## config.mk

```make
export PLATFORM = sky130hd
export DESIGN_NAME = sync_word_length_frame_deframer_unit
export DESIGN_NICKNAME = d
export VERILOG_FILES = /design/src/rtl/swlfd_pkg.sv /design/src/rtl/swlfd_in_stage.sv /design/src/rtl/swlfd_core.sv /design/src/rtl/swlfd_out_stage.sv /design/src/rtl/sync_word_length_frame_deframer_unit.sv
export SDC_FILE = /design/constraint.sdc
export NUM_CORES = 1
export LEC_CHECK = 0
export ABC_AREA = 1
export BUFFER_PORTS_ARGS = -buffer_cell sky130_fd_sc_hd__buf_2
export CAP_MARGIN = 10
export CORE_MARGIN = 5
export CORE_UTILIZATION = 53
export CTS_CLUSTER_DIAMETER = 40
export CTS_CLUSTER_SIZE = 10
export DETAILED_ROUTE_END_ITERATION = 8
export GPL_ROUTABILITY_DRIVEN = 0
export GPL_TIMING_DRIVEN = 0
export PLACE_DENSITY_LB_ADDON = 0.05
export SKIP_LAST_GASP = 1
export SLEW_MARGIN = 20
export SYNTH_ARGS = -nofsm -noshare
export SYNTH_HDL_FRONTEND = slang
export SYNTH_SLANG_ARGS = --single-unit
```

## constraint.sdc

```tcl
create_clock -name i_clk -period 2.6 [get_ports i_clk]
set_input_delay 0.26 -clock i_clk [delete_from_list [all_inputs] [get_ports i_clk]]
set_output_delay 0.26 -clock i_clk [all_outputs]
set_load 0.01 [all_outputs]
```

## src/rtl/swlfd_pkg.sv

```systemverilog
`default_nettype none

package swlfd_pkg;

    localparam int HEADER_BYTES = 4;
    localparam int CHECK_BYTES  = 2;

    localparam logic [16:0] HDR_LEN17 = 17'(HEADER_BYTES);
    localparam logic [16:0] CHK_LEN17 = 17'(CHECK_BYTES);
    localparam logic [16:0] OVH_LEN17 = 17'(HEADER_BYTES + CHECK_BYTES);

    localparam logic [7:0]  SYNC_FIRST     = 8'hCA;
    localparam logic [7:0]  SYNC_SECOND    = 8'hFE;
    localparam logic [15:0] MAX_LEN_RESET  = 16'd1019;

    localparam logic KIND_CONTENT = 1'b0;
    localparam logic KIND_LEN_ERR = 1'b1;

    localparam logic [1:0] SEC_HEADER  = 2'd0;
    localparam logic [1:0] SEC_PAYLOAD = 2'd1;
    localparam logic [1:0] SEC_CHECK   = 2'd2;

    typedef enum logic [2:0] {
        PH_HUNT    = 3'd0,
        PH_LEN_HI  = 3'd1,
        PH_LEN_LO  = 3'd2,
        PH_HEC     = 3'd3,
        PH_CONTENT = 3'd4
    } t_phase;

    typedef struct packed {
        logic        kind;
        logic [7:0]  out_byte;
        logic [1:0]  section;
        logic [15:0] payload_length;
        logic        last;
    } t_result;

endpackage

`default_nettype wire

```

## src/rtl/swlfd_in_stage.sv

```systemverilog
`default_nettype none

module swlfd_in_stage (
    input  wire logic       i_clk,
    input  wire logic       i_rst_n,
    input  wire logic       i_in_valid,
    output logic            o_in_ready,
    input  wire logic [7:0] i_data_byte,
    input  wire logic       i_can_load,
    output logic            o_advance,
    output logic [7:0]      o_byte
);

    logic       r_valid;
    logic       n_valid;
    logic [7:0] r_byte;
    logic       w_take;

    assign o_advance  = r_valid & i_can_load;
    assign o_in_ready = ~r_valid | i_can_load;
    assign w_take     = i_in_valid & o_in_ready;
    assign o_byte     = r_byte;

    always_comb begin
        n_valid = r_valid;
        if (w_take) begin
            n_valid = 1'b1;
        end else if (o_advance) begin
            n_valid = 1'b0;
        end
    end

    always_ff @(posedge i_clk) begin
        if (!i_rst_n) begin
            r_valid <= 1'b0;
        end else begin
            r_valid <= n_valid;
        end
    end

    always_ff @(posedge i_clk) begin
        if (w_take) begin
            r_byte <= i_data_byte;
        end
    end

endmodule

`default_nettype wire

```

## src/rtl/swlfd_core.sv

```systemverilog
`default_nettype none

module swlfd_core (
    input  wire logic        i_clk,
    input  wire logic        i_rst_n,
    input  wire logic        i_cfg_we,
    input  wire logic [15:0] i_cfg_wdata,
    input  wire logic        i_advance,
    input  wire logic [7:0]  i_byte,
    output logic             o_res_valid,
    output swlfd_pkg::t_result o_res
);

    import swlfd_pkg::*;

    t_phase      r_phase;
    t_phase      n_phase;
    logic        r_prev_sync;
    logic        n_prev_sync;
    logic [15:0] r_len;
    logic [15:0] n_len;
    logic [15:0] r_cnt;
    logic [15:0] n_cnt;
    logic [15:0] r_max_len;

    logic [16:0] w_len17;
    logic [16:0] w_cnt17;
    logic        w_last;

    assign w_len17 = {1'b0, r_len};
    assign w_cnt17 = {1'b0, r_cnt};
    assign w_last  = (w_cnt17 + 17'd1) >= w_len17;

    always_comb begin
        n_phase     = r_phase;
        n_prev_sync = r_prev_sync;
        n_len       = r_len;
        n_cnt       = r_cnt;
        o_res_valid = 1'b0;
        o_res       = '0;
        case (r_phase)
            PH_HUNT: begin
                if (r_prev_sync && i_byte == SYNC_SECOND) begin
                    n_prev_sync = 1'b0;
                    n_phase     = PH_LEN_HI;
                end else begin
                    n_prev_sync = (i_byte == SYNC_FIRST);
                end
            end
            PH_LEN_HI: begin
                n_len   = {i_byte, 8'h00};
                n_phase = PH_LEN_LO;
            end
            PH_LEN_LO: begin
                n_len   = r_len | {8'h00, i_byte};
                n_phase = PH_HEC;
            end
            PH_HEC: begin
                if (w_len17 < OVH_LEN17 || r_len > r_max_len) begin
                    o_res_valid = 1'b1;
                    o_res.kind  = KIND_LEN_ERR;
                    n_phase     = PH_HUNT;
                    n_prev_sync = 1'b0;
                    n_len       = '0;
                    n_cnt       = '0;
                end else begin
                    n_cnt   = '0;
                    n_phase = PH_CONTENT;
                end
            end
            PH_CONTENT: begin
                o_res_valid    = 1'b1;
                o_res.kind     = KIND_CONTENT;
                o_res.out_byte = i_byte;
                if (w_cnt17 < HDR_LEN17) begin
                    o_res.section = SEC_HEADER;
                end else if ((w_cnt17 + CHK_LEN17) < w_len17) begin
                    o_res.section = SEC_PAYLOAD;
                end else begin
                    o_res.section = SEC_CHECK;
                end
                o_res.payload_length = 16'(w_len17 - OVH_LEN17);
                o_res.last           = w_last;
                if (w_last) begin
                    n_phase     = PH_HUNT;
                    n_prev_sync = 1'b0;
                    n_len       = '0;
                    n_cnt       = '0;
                end else begin
                    n_cnt = 16'(w_cnt17 + 17'd1);
                end
            end
            default: begin
                n_phase     = PH_HUNT;
                n_prev_sync = 1'b0;
                n_len       = '0;
                n_cnt       = '0;
            end
        endcase
    end

    always_ff @(posedge i_clk) begin
        if (!i_rst_n) begin
            r_phase     <= PH_HUNT;
            r_prev_sync <= 1'b0;
            r_len       <= '0;
            r_cnt       <= '0;
        end else if (i_advance) begin
            r_phase     <= n_phase;
            r_prev_sync <= n_prev_sync;
            r_len       <= n_len;
            r_cnt       <= n_cnt;
        end
    end

    always_ff @(posedge i_clk) begin
        if (!i_rst_n) begin
            r_max_len <= MAX_LEN_RESET;
        end else if (i_cfg_we) begin
            r_max_len <= i_cfg_wdata;
        end
    end

endmodule

`default_nettype wire

```

## src/rtl/swlfd_out_stage.sv

```systemverilog
`default_nettype none

module swlfd_out_stage (
    input  wire logic          i_clk,
    input  wire logic          i_rst_n,
    input  wire logic          i_advance,
    input  wire logic          i_res_valid,
    input  wire swlfd_pkg::t_result i_res,
    output logic               o_can_load,
    output logic               o_out_valid,
    input  wire logic          i_out_ready,
    output swlfd_pkg::t_result o_res
);

    import swlfd_pkg::*;

    logic    r_valid;
    t_result r_res;
    logic    w_load;

    assign o_can_load  = ~r_valid | i_out_ready;
    assign w_load      = i_advance & i_res_valid;
    assign o_out_valid = r_valid;
    assign o_res       = r_res;

    always_ff @(posedge i_clk) begin
        if (!i_rst_n) begin
            r_valid <= 1'b0;
        end else if (o_can_load) begin
            r_valid <= w_load;
        end
    end

    always_ff @(posedge i_clk) begin
        if (w_load) begin
            r_res <= i_res;
        end
    end

endmodule

`default_nettype wire

```

## src/rtl/sync_word_length_frame_deframer_unit.sv

```systemverilog
// Channel | Handshake               | Payload
// in      | i_in_valid / o_in_ready | i_data_byte
// out     | o_out_valid/ i_out_ready| o_out_kind o_out_byte o_section o_payload_length o_last
// cfg     | i_cfg_we                | i_cfg_wdata (max_frame_length)
//
// One request per cycle in while the output is not stalled, at most one result per cycle out.
// An accepted request is held in the input register, then the frame state update
// writes its result into the result register.
// Synchronous active-low reset returns to sync hunt, max length 1019.
// A stalled output holds the result and backs up the input register.
`default_nettype none

module sync_word_length_frame_deframer_unit (
    input  wire logic        i_clk,
    input  wire logic        i_rst_n,
    input  wire logic        i_in_valid,
    output logic             o_in_ready,
    input  wire logic [7:0]  i_data_byte,
    output logic             o_out_valid,
    input  wire logic        i_out_ready,
    output logic             o_out_kind,
    output logic [7:0]       o_out_byte,
    output logic [1:0]       o_section,
    output logic [15:0]      o_payload_length,
    output logic             o_last,
    input  wire logic        i_cfg_we,
    input  wire logic [15:0] i_cfg_wdata
);

    import swlfd_pkg::*;

    logic       w_can_load;
    logic       w_advance;
    logic [7:0] w_byte;
    logic       w_res_valid;
    t_result    w_res;
    t_result    w_out;

    swlfd_in_stage u_in (
        .i_clk       (i_clk),
        .i_rst_n     (i_rst_n),
        .i_in_valid  (i_in_valid),
        .o_in_ready  (o_in_ready),
        .i_data_byte (i_data_byte),
        .i_can_load  (w_can_load),
        .o_advance   (w_advance),
        .o_byte      (w_byte)
    );

    swlfd_core u_core (
        .i_clk       (i_clk),
        .i_rst_n     (i_rst_n),
        .i_cfg_we    (i_cfg_we),
        .i_cfg_wdata (i_cfg_wdata),
        .i_advance   (w_advance),
        .i_byte      (w_byte),
        .o_res_valid (w_res_valid),
        .o_res       (w_res)
    );

    swlfd_out_stage u_out (
        .i_clk       (i_clk),
        .i_rst_n     (i_rst_n),
        .i_advance   (w_advance),
        .i_res_valid (w_res_valid),
        .i_res       (w_res),
        .o_can_load  (w_can_load),
        .o_out_valid (o_out_valid),
        .i_out_ready (i_out_ready),
        .o_res       (w_out)
    );

    assign o_out_kind       = w_out.kind;
    assign o_out_byte       = w_out.out_byte;
    assign o_section        = w_out.section;
    assign o_payload_length = w_out.payload_length;
    assign o_last           = w_out.last;

endmodule

`default_nettype wire

```

==> run_summary.xml, run 1 <==
<?xml version="1.0" encoding="UTF-8"?>
<metrics>
  <group name="status">
    <metric name="run_status" unit="">complete, but fails checks</metric>
    <metric name="failed_checks" unit="">negative setup slack</metric>
  </group>
  <group name="timing">
    <metric name="post_route_worst_setup_slack" unit="ns">-0.372</metric>
    <metric name="finalCriticalPeriod" unit="ns">2.97</metric>
    <metric name="rsz0062_at_grt" unit="">true</metric>
    <metric name="timing.final.max_slew_violations" unit="">0</metric>
    <metric name="worstMarginPinSlew" unit="ns">0.839</metric>
    <metric name="max_fclk" unit="MHz">336</metric>
    <metric name="finalClockSkew" unit="ns">0.00953</metric>
    <metric name="hold_violations" unit="">0</metric>
    <metric name="fin_crit_sh" unit="%">114</metric>
    <metric name="relSlewSlack" unit="%">43.6</metric>
    <metric name="setup-violations-final" unit="">38</metric>
  </group>
  <group name="yosys">
    <metric name="synth.avg_cell_area" unit="µm²">7.77</metric>
    <metric name="synthXorXnorAreaFrac" unit="%">3.13</metric>
    <metric name="synthAdderAreaFrac" unit="%">12.0</metric>
    <metric name="synth_enable_flop_cells" unit="">36</metric>
    <metric name="yosys.cell_count.top_type" unit="">sky130_fd_sc_hd__nand2_1</metric>
    <metric name="syn-instance-count" unit="">683</metric>
    <metric name="synth_nets" unit="">763</metric>
    <metric name="post-synth-top-area-fraction" unit="%">20.4</metric>
    <metric name="synth.top_cells.by_area" unit="">sky130_fd_sc_hd__dfxtp_1 (20%), sky130_fd_sc_hd__edfxtp_1 (20%), sky130_fd_sc_hd__ha_1 (12%)</metric>
    <metric name="combinational_family_with_the_most_area_after_synthesis" unit="">simple AND/OR/NAND/NOR gates</metric>
    <metric name="ys.warnings.count" unit="">0</metric>
    <metric name="async_set_reset_flop_share_out_of_synthesis" unit="%">0</metric>
    <metric name="synth-compound-area-share" unit="%">11.5</metric>
    <metric name="post_synth_num_cell_types" unit="">37</metric>
    <metric name="post_synth_mux_area_share" unit="%">0</metric>
    <metric name="post_synth_instance_area" unit="µm²">5310</metric>
    <metric name="yosysTopAreaCell" unit="">sky130_fd_sc_hd__dfxtp_1</metric>
    <metric name="synthTopCellsByCount" unit="">sky130_fd_sc_hd__nand2_1 (133), sky130_fd_sc_hd__inv_1 (90), sky130_fd_sc_hd__nor2_1 (82)</metric>
    <metric name="synth_seq_cells" unit="">90</metric>
    <metric name="post_synth_and_or_nand_nor_area_fraction" unit="%">24.8</metric>
    <metric name="ys_dominant_reg_cell" unit="">sky130_fd_sc_hd__dfxtp_1</metric>
    <metric name="synth-seq-area-share" unit="%">40.7</metric>
  </group>
  <group name="worst_setup_path">
    <metric name="startpoint_type" unit="">register</metric>
    <metric name="cp_cell_sequence" unit="">buf_6 &gt; ha_4 &gt; nand2_4 &gt; nor2_4 &gt; nand2_4 &gt; nor2_4 &gt; nand2_2 &gt; xor2_2 &gt; ha_1 &gt; nand2_2 &gt; nor2_1 &gt; nor3_2 &gt; o21ai_1 &gt; nor2_2 &gt; nand3_4 &gt; nor2_4 &gt; buf_6 &gt; nand2_1 &gt; a21oi_2</metric>
    <metric name="critical_path_buffer_and_inverter_count" unit="">2</metric>
    <metric name="minimum_setup_slack_among_reg_to_reg_paths" unit="ns">-0.37</metric>
    <metric name="cpMostUsedCell" unit="">sky130_fd_sc_hd__nor2_4</metric>
    <metric name="rr_startpoint" unit="">u_core.r_cnt[1]$_SDFFE_PN0P_</metric>
    <metric name="critical_path_peak_fanout" unit="">5</metric>
    <metric name="crit_slowest_cell" unit="">sky130_fd_sc_hd__dfxtp_4</metric>
    <metric name="timing.critical_path.to_type" unit="">register</metric>
    <metric name="crit_type" unit="">reg -&gt; reg</metric>
    <metric name="reg2reg_depth" unit="">19</metric>
    <metric name="slowest_delay" unit="ns">0.38</metric>
    <metric name="worst_path_dominant_cell_family" unit="">simple AND/OR/NAND/NOR gates</metric>
    <metric name="crit_required" unit="ns">2.89</metric>
    <metric name="crit_arrival" unit="ns">3.26</metric>
    <metric name="regToRegEndpoint" unit="">u_core.r_cnt[9]$_SDFFE_PN0P_</metric>
  </group>
  <group name="route">
    <metric name="postRouteAntennaNets" unit="">0</metric>
    <metric name="drt_wl_total" unit="µm">13600</metric>
    <metric name="drt-wirelength-per-cell" unit="µm">14.8</metric>
    <metric name="viasPerCell" unit="">5.25</metric>
    <metric name="routed-via-count" unit="">4816</metric>
    <metric name="drt_pass1_iterations" unit="">8</metric>
    <metric name="drt_drc_violations_left" unit="">0</metric>
    <metric name="first_iter_violations" unit="">241</metric>
  </group>
  <group name="die">
    <metric name="die_w" unit="µm">110</metric>
    <metric name="fp-row-count" unit="">36</metric>
    <metric name="die_area" unit="µm²">12100</metric>
    <metric name="floorplan.io_pins" unit="">59</metric>
    <metric name="initial_utilization" unit="%">54.3</metric>
    <metric name="core_area" unit="µm²">9770</metric>
    <metric name="floorplan.die.height" unit="µm">110</metric>
  </group>
  <group name="power">
    <metric name="p_sw" unit="µW">622</metric>
    <metric name="power.density" unit="nW/µm²">388</metric>
    <metric name="comb_pwr_share" unit="%">4.8</metric>
    <metric name="seq_power_share" unit="%">58.5</metric>
    <metric name="net_switching_share_of_the_total_power" unit="%">24.3</metric>
    <metric name="share_clk_of_total_power" unit="%">36.7</metric>
    <metric name="internal_power" unit="µW">1940</metric>
    <metric name="highest_ir_drop_seen_on_vdd" unit="mV">0.302</metric>
    <metric name="cellLeakagePower" unit="µW">0.00292</metric>
  </group>
  <group name="worst_hold_path">
    <metric name="whs_endpoint" unit="">u_in.o_byte[5]$_DFFE_PP_</metric>
    <metric name="hold_start" unit="">i_data_byte[5]</metric>
    <metric name="worstHoldPathType" unit="">in -&gt; reg</metric>
    <metric name="whs_path_depth" unit="">1</metric>
  </group>
  <group name="clocking">
    <metric name="clkTransAtPathRegs" unit="ns">0.09</metric>
    <metric name="tritoncts" unit="">yes</metric>
    <metric name="tritoncts_num_sinks" unit="">90</metric>
    <metric name="clock_latency" unit="ns">0.37</metric>
    <metric name="clock-root-buffer" unit="">sky130_fd_sc_hd__clkbuf_8</metric>
    <metric name="h-tree-depth" unit="">3</metric>
    <metric name="cts-hold-fix-buffers" unit="">0</metric>
    <metric name="cts-buffers-inserted" unit="">9</metric>
    <metric name="clk_path_buf_depth" unit="">2</metric>
  </group>
  <group name="placement">
    <metric name="placedInstanceArea" unit="µm²">5820</metric>
    <metric name="dp_slack" unit="ns">-0.501</metric>
    <metric name="detailedPlacementHpwl" unit="µm">9840</metric>
    <metric name="port_buffers" unit="">57</metric>
  </group>
  <group name="global_route">
    <metric name="first_global_vias" unit="">4636</metric>
    <metric name="global_route_wire_length_before_repair" unit="µm">21700</metric>
    <metric name="pin_count_of_the_biggest_net_entering_global_routing" unit="">17</metric>
    <metric name="grt_antenna_before_repair" unit="">0</metric>
    <metric name="gr-max-usage-layer" unit="">met2</metric>
    <metric name="global_route.usage.met3" unit="%">3.61</metric>
    <metric name="globalRouteTotalUtil" unit="%">23.2</metric>
    <metric name="groute.layer.met2.usage" unit="%">38.2</metric>
    <metric name="grt_overflow_total" unit="">0</metric>
    <metric name="use_met1" unit="%">31.1</metric>
  </group>
  <group name="final_layout">
    <metric name="fin_nets" unit="">860</metric>
    <metric name="drive_above_1_share" unit="%">27.0</metric>
    <metric name="layout.filler_cells" unit="">837</metric>
    <metric name="antenna-diode-count" unit="">0</metric>
    <metric name="stdcell_area" unit="µm²">6610</metric>
    <metric name="flow.area_growth_from_synthesis" unit="%">24.4</metric>
  </group>
  <group name="flow_run">
    <metric name="maxCapViolCount" unit="">0</metric>
  </group>
</metrics>
power groups by stage:
stage               Clock, µW  Combinational [µW]  Sequential [µW]
detailed placement          0                 117             1540
finish                    941                 124             1500
global route             1040                 142             1500
global placement            0                 112             1540
CTS                       956                 119             1500
floorplan                   0                73.7             1530
repair_timing:
action,4_1_cts,5_1_grt
resized for setup,50,58
pin swaps,23,31
cloned,3,0
buffers inserted,14,12
setup endpoints to repair,66,67
per-layer routing:
metal	share of wire (%)	vias up
met3	5.2	24
li1	-	2445
met1	45	2211
met4	2.1	0
met2	47	136
met5	0	-
placed cells by master, fill, tap and decap left out, drive strengths merged:
| cell | count |
|---|---|
| nand3 | 40 |
| clkbuf | 21 |
| dfxtp | 54 |
| ha | 51 |
| buf | 91 |
| nand4 | 4 |
| nor2 | 90 |
| o21ai | 32 |
| o21a | 1 |
| clkinv | 2 |
| a21oi | 76 |
| o221ai | 1 |
| or2 | 2 |
| a211oi | 2 |
| xor2 | 17 |
| or3 | 1 |
| o31ai | 2 |
| nand2 | 140 |
| edfxtp | 36 |
| clkinvlp | 2 |
| nand3b | 3 |
| xnor2 | 2 |
| nor3 | 13 |
| a21o | 2 |
| a31oi | 1 |
| nor4 | 6 |
| inv | 93 |
cell families (layout without fill, tap and decap cells):
group,count (synthesis),in the layout
simple gates,298,299
fa+ha+maj,51,51
buf+inv,108,209
xor+xnor,19,19
compound gates,117,117
flops,90,90
sequential cells by signal, summed over array words and instances (netlist names):
signal and flops:
u_out.o_res 28, u_core.r_cnt 16, u_core.r_len 16, u_core.r_max_len 16, u_in.o_byte 8, u_core.r_phase 3, u_core.r_prev_sync 1, u_in.r_valid 1
u_out.o_out_valid 1
through the flow:
step           util, %  TNS [ns]  cells  power, µW  hold slack, ns
6_report          67.6    -11.64    918       2560          0.0660
5_1_grt           67.6    -17.45    918       2680          0.0394
4_1_cts           64.4     -6.45    906       2580          0.0582
3_5_place_dp      59.5    -22.66    873       1650           0.438
3_3_place_gp      59.5    -20.13    873       1650           0.436
2_1_floorplan        -         0    683       1600           0.359
final cells by class:
class,count,area [µm²],area share [%]
clock buffers,12,156,2.37
well taps,133,166,2.52
flip-flops and latches,90,2200,33.3
clock inverters,4,32.5,0.492
multi-input cells,486,3100,47.0
plain buffers,16,75.1,1.14
repair inverters,1,7.51,0.114
inverters,92,352,5.32
repair buffers,84,515,7.80
worst max path at each step:
stage,start,endpoint,slack (ns),depth (start not counted)
final,u_core.r_cnt[1]$_SDFFE_PN0P_,u_core.r_cnt[9]$_SDFFE_PN0P_,-0.37,19
after global routing,u_core.r_cnt[1]$_SDFFE_PN0P_,u_core.r_len[12]$_SDFFE_PN0P_,-0.53,21
after CTS,u_core.r_cnt[1]$_SDFFE_PN0P_,u_core.r_len[0]$_SDFFE_PN0P_,-0.23,20
after detailed placement,u_core.r_cnt[2]$_SDFFE_PN0P_,u_core.r_cnt[9]$_SDFFE_PN0P_,-0.50,18
after global placement,u_core.r_cnt[2]$_SDFFE_PN0P_,u_core.r_cnt[2]$_SDFFE_PN0P_,-0.47,22
after floorplan,u_core.r_cnt[0]$_SDFFE_PN0P_,u_core.r_len[5]$_SDFFE_PN0P_,0.006,19
Power figures use the tool's default switching activity.
==> run 2, diff against run 1 <==
--- a/config.mk
+++ b/config.mk
@@ -5,7 +5,6 @@
 export SDC_FILE = /design/constraint.sdc
 export NUM_CORES = 1
 export LEC_CHECK = 0
-export ABC_AREA = 1
 export BUFFER_PORTS_ARGS = -buffer_cell sky130_fd_sc_hd__buf_2
 export CAP_MARGIN = 10
 export CORE_MARGIN = 5
==> run 2 against run 1 <==
Critical endpoint is now u_core.r_len[12]$_SDFFE_PN0P_. Non-clock buffer count up 33. Sequential power about the same. The run still ends with negative setup slack left. Combinational power about the same. Critical path type unchanged. Synthesized cell count down 16%. Highest routed layer unchanged. Count of clock-buffer cells in the layout down 3.
==> run_summary.xml, run 2 <==
<?xml version="1.0" encoding="UTF-8"?>
<metrics>
  <group name="status">
    <metric name="run_status" unit="">complete, but fails checks</metric>
    <metric name="failed_checks" unit="">negative setup slack</metric>
  </group>
  <group name="global_route">
    <metric name="first_global_vias" unit="">4592</metric>
    <metric name="grt_overflow_total" unit="">0</metric>
    <metric name="globalRouteTotalUtil" unit="%">25.1</metric>
    <metric name="global_route_wire_length_before_repair" unit="µm">22900</metric>
    <metric name="pin_count_of_the_biggest_net_entering_global_routing" unit="">17</metric>
    <metric name="grt_antenna_before_repair" unit="">0</metric>
  </group>
  <group name="clocking">
    <metric name="cts-buffers-inserted" unit="">9</metric>
    <metric name="clock-root-buffer" unit="">sky130_fd_sc_hd__clkbuf_8</metric>
    <metric name="clkTransAtPathRegs" unit="ns">0.10</metric>
    <metric name="tritoncts" unit="">yes</metric>
    <metric name="clock_latency" unit="ns">0.38</metric>
    <metric name="tritoncts_num_sinks" unit="">90</metric>
    <metric name="cts-hold-fix-buffers" unit="">0</metric>
    <metric name="clk_path_buf_depth" unit="">2</metric>
    <metric name="h-tree-depth" unit="">3</metric>
  </group>
  <group name="worst_setup_path">
    <metric name="timing.critical_path.to_type" unit="">register</metric>
    <metric name="crit_required" unit="ns">2.91</metric>
    <metric name="minimum_setup_slack_among_reg_to_reg_paths" unit="ns">-0.67</metric>
    <metric name="crit_arrival" unit="ns">3.58</metric>
    <metric name="startpoint_type" unit="">register</metric>
    <metric name="rr_startpoint" unit="">u_core.r_cnt[1]$_SDFFE_PN0P_</metric>
    <metric name="crit_type" unit="">reg -&gt; reg</metric>
    <metric name="critical_path_peak_fanout" unit="">5</metric>
    <metric name="worstSetupStartpoint" unit="">u_core.r_cnt[1]$_SDFFE_PN0P_</metric>
  </group>
  <group name="yosys">
    <metric name="synth_nets" unit="">653</metric>
    <metric name="async_set_reset_flop_share_out_of_synthesis" unit="%">0</metric>
    <metric name="post_synth_instance_area" unit="µm²">5230</metric>
    <metric name="synthTopCellsByCount" unit="">sky130_fd_sc_hd__nand2_1 (59), sky130_fd_sc_hd__dfxtp_1 (54), sky130_fd_sc_hd__ha_1 (51)</metric>
    <metric name="synth_seq_cells" unit="">90</metric>
    <metric name="post-synth-top-area-fraction" unit="%">20.7</metric>
    <metric name="yosys.cell_count.top_type" unit="">sky130_fd_sc_hd__nand2_1</metric>
    <metric name="ys_dominant_reg_cell" unit="">sky130_fd_sc_hd__dfxtp_1</metric>
    <metric name="ys.warnings.count" unit="">0</metric>
    <metric name="synth.avg_cell_area" unit="µm²">9.13</metric>
    <metric name="syn-instance-count" unit="">573</metric>
    <metric name="synth.top_cells.by_area" unit="">sky130_fd_sc_hd__dfxtp_1 (21%), sky130_fd_sc_hd__edfxtp_1 (21%), sky130_fd_sc_hd__ha_1 (12%)</metric>
    <metric name="post_synth_num_cell_types" unit="">58</metric>
    <metric name="synth_enable_flop_cells" unit="">36</metric>
    <metric name="yosysTopAreaCell" unit="">sky130_fd_sc_hd__dfxtp_1</metric>
    <metric name="synth-seq-area-share" unit="%">41.3</metric>
  </group>
  <group name="final_layout">
    <metric name="layout.filler_cells" unit="">711</metric>
    <metric name="most-common-layout-cells" unit="">sky130_fd_sc_hd__buf_2 (58), sky130_fd_sc_hd__nand2_1 (56), sky130_fd_sc_hd__ha_1 (48), sky130_fd_sc_hd__buf_4 (45), sky130_fd_sc_hd__dfxtp_1 (44)</metric>
    <metric name="flip_flop_count_of_the_largest_register_after_layout" unit="">28</metric>
    <metric name="stdcell_area" unit="µm²">6880</metric>
    <metric name="flow.area_growth_from_synthesis" unit="%">31.4</metric>
    <metric name="fin_nets" unit="">771</metric>
    <metric name="antenna-diode-count" unit="">0</metric>
    <metric name="drive_above_1_share" unit="%">33.6</metric>
    <metric name="mostFrequentLayoutCell" unit="">sky130_fd_sc_hd__buf_2</metric>
  </group>
  <group name="route">
    <metric name="postRouteAntennaNets" unit="">0</metric>
    <metric name="drt_pass1_iterations" unit="">6</metric>
    <metric name="routed-via-count" unit="">4787</metric>
    <metric name="viasPerCell" unit="">5.77</metric>
    <metric name="drt-wirelength-per-cell" unit="µm">17.6</metric>
    <metric name="first_iter_violations" unit="">423</metric>
    <metric name="drt_wl_total" unit="µm">14600</metric>
    <metric name="drt_drc_violations_left" unit="">0</metric>
  </group>
  <group name="timing">
    <metric name="timing.final.max_slew_violations" unit="">0</metric>
    <metric name="worstMarginPinSlew" unit="ns">0.867</metric>
    <metric name="hold-worst-slack" unit="ns">0.0520</metric>
    <metric name="setup-violations-final" unit="">37</metric>
    <metric name="finalClockSkew" unit="ns">0.0157</metric>
    <metric name="relSlewSlack" unit="%">42.2</metric>
    <metric name="fin_crit_sh" unit="%">126</metric>
    <metric name="finalCriticalPeriod" unit="ns">3.27</metric>
    <metric name="rsz0062_at_grt" unit="">true</metric>
    <metric name="hold_violations" unit="">0</metric>
    <metric name="post_route_worst_setup_slack" unit="ns">-0.666</metric>
    <metric name="max_fclk" unit="MHz">306</metric>
  </group>
  <group name="worst_hold_path">
    <metric name="worstHoldPathType" unit="">in -&gt; reg</metric>
    <metric name="hold_start" unit="">i_data_byte[1]</metric>
  </group>
  <group name="power">
    <metric name="cellLeakagePower" unit="µW">0.00278</metric>
    <metric name="highest_ir_drop_seen_on_vdd" unit="mV">0.298</metric>
    <metric name="power.density" unit="nW/µm²">396</metric>
  </group>
  <group name="die">
    <metric name="initial_utilization" unit="%">54.0</metric>
    <metric name="die_area" unit="µm²">12000</metric>
    <metric name="floorplan.io_pins" unit="">59</metric>
    <metric name="die_w" unit="µm">109</metric>
    <metric name="fp-row-count" unit="">36</metric>
    <metric name="core_area" unit="µm²">9680</metric>
    <metric name="floorplan.die.height" unit="µm">109</metric>
  </group>
  <group name="flow_run">
    <metric name="maxCapViolCount" unit="">0</metric>
  </group>
  <group name="placement">
    <metric name="port_buffers" unit="">56</metric>
    <metric name="placedInstanceArea" unit="µm²">5860</metric>
    <metric name="detailedPlacementHpwl" unit="µm">10000</metric>
  </group>
</metrics>
## run 2: layout make-up
cell class / instances / area [µm²] / share of cell area [%]
clock buffer: 9 / 124 / 1.80
sequential: 90 / 2180 / 31.7
tap: 133 / 166 / 2.42
timing repair buffer: 111 / 757 / 11.0
multi-input combinational: 421 / 3310 / 48.1
buffer: 22 / 104 / 1.51
clock inverter: 7 / 98.8 / 1.44
inverter: 36 / 135 / 1.96
## run 2: where the power goes
| group | internal [µW] | switching [µW] | total (µW) | leakage [µW] |
|---|---|---|---|---|
| Clock | 552 | 539 | 1090 | 0.000116 |
| Combinational | 54.5 | 73.0 | 127 | 0.00195 |
| Sequential | 1480 | 21.6 | 1500 | 0.000721 |
## run 2: per-stage QoR
| stage | setup WS, ns | power (µW) | cells | TNS, ns | util, % |
|---|---|---|---|---|---|
| after floorplan | -0.399 | 1600 | 573 | -11.01 | - |
| after global placement | -0.915 | 1640 | 762 | -35.20 | 60.5 |
| after detailed placement | -0.958 | 1650 | 762 | -38.73 | 60.5 |
| after CTS | -0.672 | 2730 | 821 | -20.58 | 68.6 |
| after global routing | -0.738 | 2830 | 829 | -23.97 | 71.0 |
| final | -0.666 | 2720 | 829 | -21.40 | 71.0 |
## run 2: final timing paths
check / cells past startpoint / end
setup reg to reg: 15 / u_core.r_len[12]$_SDFFE_PN0P_
hold reg to reg: 2 / u_core.r_prev_sync$_SDFFE_PN0P_
hold / removal: 1 / u_in.o_byte[1]$_DFFE_PP_
setup / recovery: 15 / u_core.r_len[12]$_SDFFE_PN0P_
## run 2: cells by family (layout without fill, tap and decap cells)
family                   after synthesis  count (layout)  share of synthesized area (%)
flip-flops                            90              90                           41.3
AO/OA/AOI/OAI                        114             115                           13.8
multiplexers                           9               9                           1.72
buffers and inverters                 63             185                           4.73
AND/OR/NAND/NOR                      209             209                           20.0
XOR/XNOR                              37              37                           6.19
adder cells (fa/ha/maj)               51              51                           12.2
## run 2: layer usage
| metal | up-vias | share of wire [%] | wire length, µm | GRT usage (%) |
|---|---|---|---|---|
| met1 | 2260 | 43 | 6270 | 33.1 |
| met3 | 35 | 7.7 | 1130 | 3.93 |
| li1 | 2295 | - | - | - |
| met4 | 0 | 2.2 | 325 | 9.88 |
| met5 | - | 0 | 0 | 0 |
| met2 | 197 | 47 | 6900 | 41.2 |
## run 2: what timing repair did
action                     in CTS  in global routing
setup endpoints to repair      65                 68
pin swaps                      26                 32
resized for setup              40                 60
cloned                          3                  0
setup buffers                  41                 13
## run 2: critical path, cell delays in order, from the launching register on
cell and delay [ns]:
sky130_fd_sc_hd__dfxtp_4 0.40, sky130_fd_sc_hd__ha_4 0.16, sky130_fd_sc_hd__nand3_4 0.12, sky130_fd_sc_hd__or2_4 0.30, sky130_fd_sc_hd__nor2_4 0.12, sky130_fd_sc_hd__xor2_2 0.20, sky130_fd_sc_hd__ha_1 0.29, sky130_fd_sc_hd__a211oi_2 0.20
sky130_fd_sc_hd__nor2_1 0.07, sky130_fd_sc_hd__a2111o_1 0.41, sky130_fd_sc_hd__o21ai_2 0.23, sky130_fd_sc_hd__and3_4 0.23, sky130_fd_sc_hd__o31ai_4 0.08, sky130_fd_sc_hd__buf_6 0.16, sky130_fd_sc_hd__buf_6 0.13, sky130_fd_sc_hd__o21ai_2 0.11
==> run 3, diff against run 2 <==
--- a/config.mk
+++ b/config.mk
@@ -7,8 +7,9 @@
 export LEC_CHECK = 0
 export BUFFER_PORTS_ARGS = -buffer_cell sky130_fd_sc_hd__buf_2
 export CAP_MARGIN = 10
+export CORE_ASPECT_RATIO = 1.75
 export CORE_MARGIN = 5
-export CORE_UTILIZATION = 53
+export CORE_UTILIZATION = 55
 export CTS_CLUSTER_DIAMETER = 40
 export CTS_CLUSTER_SIZE = 10
 export DETAILED_ROUTE_END_ITERATION = 8
==> constraint.sdc (replaced) <==
create_clock -name i_clk -period 3.3 [get_ports i_clk]
set_input_delay 0.33 -clock i_clk [delete_from_list [all_inputs] [get_ports i_clk]]
set_output_delay 0.33 -clock i_clk [all_outputs]
set_load 0.01 [all_outputs]
==> run 3 against run 2 <==
The run still ends with negative setup slack left. Hold slack improved by 0.11 ns. Sequential cell count did not move. Cell count fell by 4.0%. Register-to-register slack improved by 0.63 ns. Maximum frequency fell by 2.2%. Worst setup slack improved by 0.63 ns. Via count fell by 3.3%. First-iteration DRC count fell by 39%. Critical path type unchanged. Largest cell class unchanged. Largest power group unchanged. Highest routed layer unchanged.
==> run_summary.xml, run 3 (synthesis gave the netlist of run 2 again) <==
<?xml version="1.0" encoding="UTF-8"?>
<metrics>
  <group name="status">
    <metric name="run_status" unit="">complete, but fails checks</metric>
    <metric name="failed_checks" unit="">negative setup slack</metric>
  </group>
  <group name="power">
    <metric name="p_sw" unit="µW">494</metric>
    <metric name="highest_ir_drop_seen_on_vdd" unit="mV">0.264</metric>
    <metric name="comb_pwr_share" unit="%">4.1</metric>
    <metric name="cellLeakagePower" unit="µW">0.00275</metric>
    <metric name="net_switching_share_of_the_total_power" unit="%">20.8</metric>
    <metric name="internal_power" unit="µW">1870</metric>
    <metric name="power.density" unit="nW/µm²">363</metric>
    <metric name="share_clk_of_total_power" unit="%">45.8</metric>
    <metric name="seq_power_share" unit="%">50.1</metric>
    <metric name="power.total" unit="µW">2370</metric>
  </group>
  <group name="worst_setup_path">
    <metric name="regToRegEndpoint" unit="">u_core.r_len[12]$_SDFFE_PN0P_</metric>
    <metric name="crit_required" unit="ns">3.53</metric>
    <metric name="crit_type" unit="">reg -&gt; reg</metric>
    <metric name="timing.critical_path.to_type" unit="">register</metric>
    <metric name="critical_path_peak_fanout" unit="">5</metric>
    <metric name="minimum_setup_slack_among_reg_to_reg_paths" unit="ns">-0.04</metric>
    <metric name="startpoint_type" unit="">register</metric>
    <metric name="crit_arrival" unit="ns">3.57</metric>
    <metric name="cpMostUsedCell" unit="">sky130_fd_sc_hd__buf_4</metric>
    <metric name="reg2reg_depth" unit="">16</metric>
    <metric name="cp_cell_sequence" unit="">and4_1 &gt; and3_4 &gt; and4_4 &gt; nand2_2 &gt; xnor2_2 &gt; ha_1 &gt; nand4_1 &gt; buf_4 &gt; buf_4 &gt; a21oi_4 &gt; o21ai_4 &gt; and3_4 &gt; o31ai_4 &gt; buf_4 &gt; buf_6 &gt; o21ai_2</metric>
    <metric name="rr_startpoint" unit="">u_core.r_cnt[7]$_SDFFE_PN0P_</metric>
    <metric name="crit_slowest_cell" unit="">sky130_fd_sc_hd__dfxtp_4</metric>
    <metric name="slowest_delay" unit="ns">0.37</metric>
  </group>
  <group name="die">
    <metric name="floorplan.io_pins" unit="">59</metric>
    <metric name="core_area" unit="µm²">9410</metric>
    <metric name="die_area" unit="µm²">11600</metric>
    <metric name="initial_utilization" unit="%">55.6</metric>
    <metric name="fp-row-count" unit="">47</metric>
    <metric name="die_w" unit="µm">83.7</metric>
    <metric name="floorplan.die.height" unit="µm">139</metric>
  </group>
  <group name="clocking">
    <metric name="clock_latency" unit="ns">0.34</metric>
    <metric name="cts-hold-fix-buffers" unit="">0</metric>
    <metric name="clkTransAtPathRegs" unit="ns">0.06</metric>
    <metric name="clk_path_buf_depth" unit="">2</metric>
    <metric name="tritoncts" unit="">yes</metric>
    <metric name="tritoncts_num_sinks" unit="">90</metric>
    <metric name="cts-buffers-inserted" unit="">9</metric>
    <metric name="clock-root-buffer" unit="">sky130_fd_sc_hd__clkbuf_16</metric>
    <metric name="h-tree-depth" unit="">3</metric>
  </group>
  <group name="final_layout">
    <metric name="fin_nets" unit="">749</metric>
    <metric name="fin_cells" unit="">796</metric>
    <metric name="flip_flop_count_of_the_largest_register_after_layout" unit="">28</metric>
    <metric name="flow.area_growth_from_synthesis" unit="%">24.6</metric>
    <metric name="layout.filler_cells" unit="">759</metric>
    <metric name="antenna-diode-count" unit="">0</metric>
    <metric name="mostFrequentLayoutCell" unit="">sky130_fd_sc_hd__buf_2</metric>
    <metric name="most-common-layout-cells" unit="">sky130_fd_sc_hd__buf_2 (58), sky130_fd_sc_hd__nand2_1 (57), sky130_fd_sc_hd__ha_1 (49), sky130_fd_sc_hd__dfxtp_1 (46), sky130_fd_sc_hd__nor2_1 (38)</metric>
    <metric name="drive_above_1_share" unit="%">25.7</metric>
    <metric name="stdcell_area" unit="µm²">6520</metric>
  </group>
  <group name="global_route">
    <metric name="globalRouteTotalUtil" unit="%">23.8</metric>
    <metric name="global_route_wire_length_before_repair" unit="µm">22000</metric>
    <metric name="grt_overflow_total" unit="">0</metric>
    <metric name="first_global_vias" unit="">4539</metric>
    <metric name="pin_count_of_the_biggest_net_entering_global_routing" unit="">16</metric>
    <metric name="grt_antenna_before_repair" unit="">0</metric>
  </group>
  <group name="route">
    <metric name="drt_drc_violations_left" unit="">0</metric>
    <metric name="routed-via-count" unit="">4627</metric>
    <metric name="first_iter_violations" unit="">257</metric>
    <metric name="drt-wirelength-per-cell" unit="µm">18.0</metric>
    <metric name="viasPerCell" unit="">5.81</metric>
    <metric name="drt_pass1_iterations" unit="">5</metric>
    <metric name="drt_wl_total" unit="µm">14300</metric>
    <metric name="postRouteAntennaNets" unit="">0</metric>
  </group>
  <group name="timing">
    <metric name="finalClockSkew" unit="ns">0.00546</metric>
    <metric name="timing.final.max_slew_violations" unit="">0</metric>
    <metric name="setup-violations-final" unit="">6</metric>
    <metric name="max_fclk" unit="MHz">299</metric>
    <metric name="hold_violations" unit="">0</metric>
    <metric name="worstMarginPinSlew" unit="ns">0.961</metric>
    <metric name="finalCriticalPeriod" unit="ns">3.34</metric>
    <metric name="relSlewSlack" unit="%">35.4</metric>
    <metric name="rsz0062_at_grt" unit="">true</metric>
    <metric name="fin_crit_sh" unit="%">101</metric>
    <metric name="post_route_worst_setup_slack" unit="ns">-0.0399</metric>
    <metric name="setup_tns" unit="ns">-0.142</metric>
  </group>
  <group name="worst_hold_path">
    <metric name="whs_endpoint" unit="">u_in.o_byte[2]$_DFFE_PP_</metric>
    <metric name="worstHoldPathType" unit="">in -&gt; reg</metric>
    <metric name="whs_path_depth" unit="">1</metric>
    <metric name="hold_start" unit="">i_data_byte[2]</metric>
  </group>
  <group name="placement">
    <metric name="placed_cells" unit="">752</metric>
    <metric name="port_buffers" unit="">56</metric>
    <metric name="detailedPlacementHpwl" unit="µm">10600</metric>
    <metric name="placedInstanceArea" unit="µm²">5690</metric>
    <metric name="dp_slack" unit="ns">-0.658</metric>
  </group>
  <group name="flow_run">
    <metric name="maxCapViolCount" unit="">0</metric>
  </group>
</metrics>
-- run 3: changes by cell type in the layout (fill, tap and decap cells not counted), moves of 4 or more --
cell                        previous run  this run
sky130_fd_sc_hd__dfxtp_2               7         2
sky130_fd_sc_hd__o21ai_1              10         3
sky130_fd_sc_hd__clkbuf_8             10         0
sky130_fd_sc_hd__buf_4                45        30
sky130_fd_sc_hd__o21ai_0               8        17
sky130_fd_sc_hd__clkbuf_16             0         9
sky130_fd_sc_hd__a21oi_1              24        36
sky130_fd_sc_hd__nand3_4               5         1
sky130_fd_sc_hd__nand3_2              10         1
sky130_fd_sc_hd__nand3_1              17        30
sky130_fd_sc_hd__a21oi_2              24        12
sky130_fd_sc_hd__buf_6                 8         4
-- run 3: what timing repair did --
item | 4_1_cts | 5_1_grt
gates resized for setup | 29 | 48
setup endpoints to repair | 37 | 36
cloned | 0 | 1
buffers inserted | 10 | 22
pin swaps | 3 | 21
-- run 3: worst max path at each step --
stage                                    end  cells after the start  slack [ns]                         start
2_1_floorplan   u_core.r_cnt[8]$_SDFFE_PN0P_                     14        0.02  u_core.r_cnt[4]$_SDFFE_PN0P_
3_3_place_gp    u_core.r_cnt[9]$_SDFFE_PN0P_                     15       -0.58  u_core.r_cnt[4]$_SDFFE_PN0P_
5_1_grt        u_core.r_len[12]$_SDFFE_PN0P_                     14       -0.14  u_core.r_cnt[1]$_SDFFE_PN0P_
6_report       u_core.r_len[12]$_SDFFE_PN0P_                     16       -0.04  u_core.r_cnt[7]$_SDFFE_PN0P_
4_1_cts         u_core.r_cnt[8]$_SDFFE_PN0P_                     13       -0.06  u_core.r_cnt[4]$_SDFFE_PN0P_
3_5_place_dp    u_core.r_cnt[0]$_SDFFE_PN0P_                     15       -0.66  u_core.r_cnt[4]$_SDFFE_PN0P_
-- run 3: area by class of cell --
class                           count  area [µm²]  area share, %
Clock inverter                      6        90.1           1.38
Sequential cell                    90        2190           33.5
Inverter                           36         135           2.07
Buffer                             22         105           1.61
Tap cell                          122         153           2.34
Clock buffer                       10         229           3.51
Multi-Input combinational cell    420        3070           47.0
Timing Repair Buffer               90         554           8.50
-- run 3: power groups by stage --
| stage | Sequential [µW] | Clock [µW] | Combinational [µW] |
|---|---|---|---|
| finish | 1190 | 1080 | 97.7 |
| global route | 1190 | 1170 | 109 |
| CTS | 1190 | 1110 | 90.5 |
| detailed placement | 1210 | 0 | 89.5 |
| global placement | 1210 | 0 | 86.4 |
| floorplan | 1200 | 0 | 57.3 |
-- run 3: metal layers --
| metal | share of wire [%] | track usage (%) |
|---|---|---|
| met1 | 35 | 24.3 |
| met3 | 4.0 | 4.10 |
| met4 | 7.7 | 18.0 |
| met5 | 0 | 0 |
| met2 | 53 | 42.3 |
-- run 3: per-stage QoR --
stage / hold WS (ns) / utilization (%)
after floorplan: 0.429 / -
after global placement: 0.445 / 60.3
after detailed placement: 0.451 / 60.5
after CTS: 0.151 / 65.5
after global routing: 0.153 / 69.3
final: 0.163 / 69.3
-- run 3: worst max-delay path, delay by kind of cell (launching register included) --
family / cells / cell delay (ns)
adder cells (fa/ha/maj): 1 / 0.30
AND/OR/NAND/NOR: 6 / 1.15
XOR/XNOR: 1 / 0.17
buffers and inverters: 4 / 0.64
flip-flops: 1 / 0.37
AO/OA/AOI/OAI: 4 / 0.58
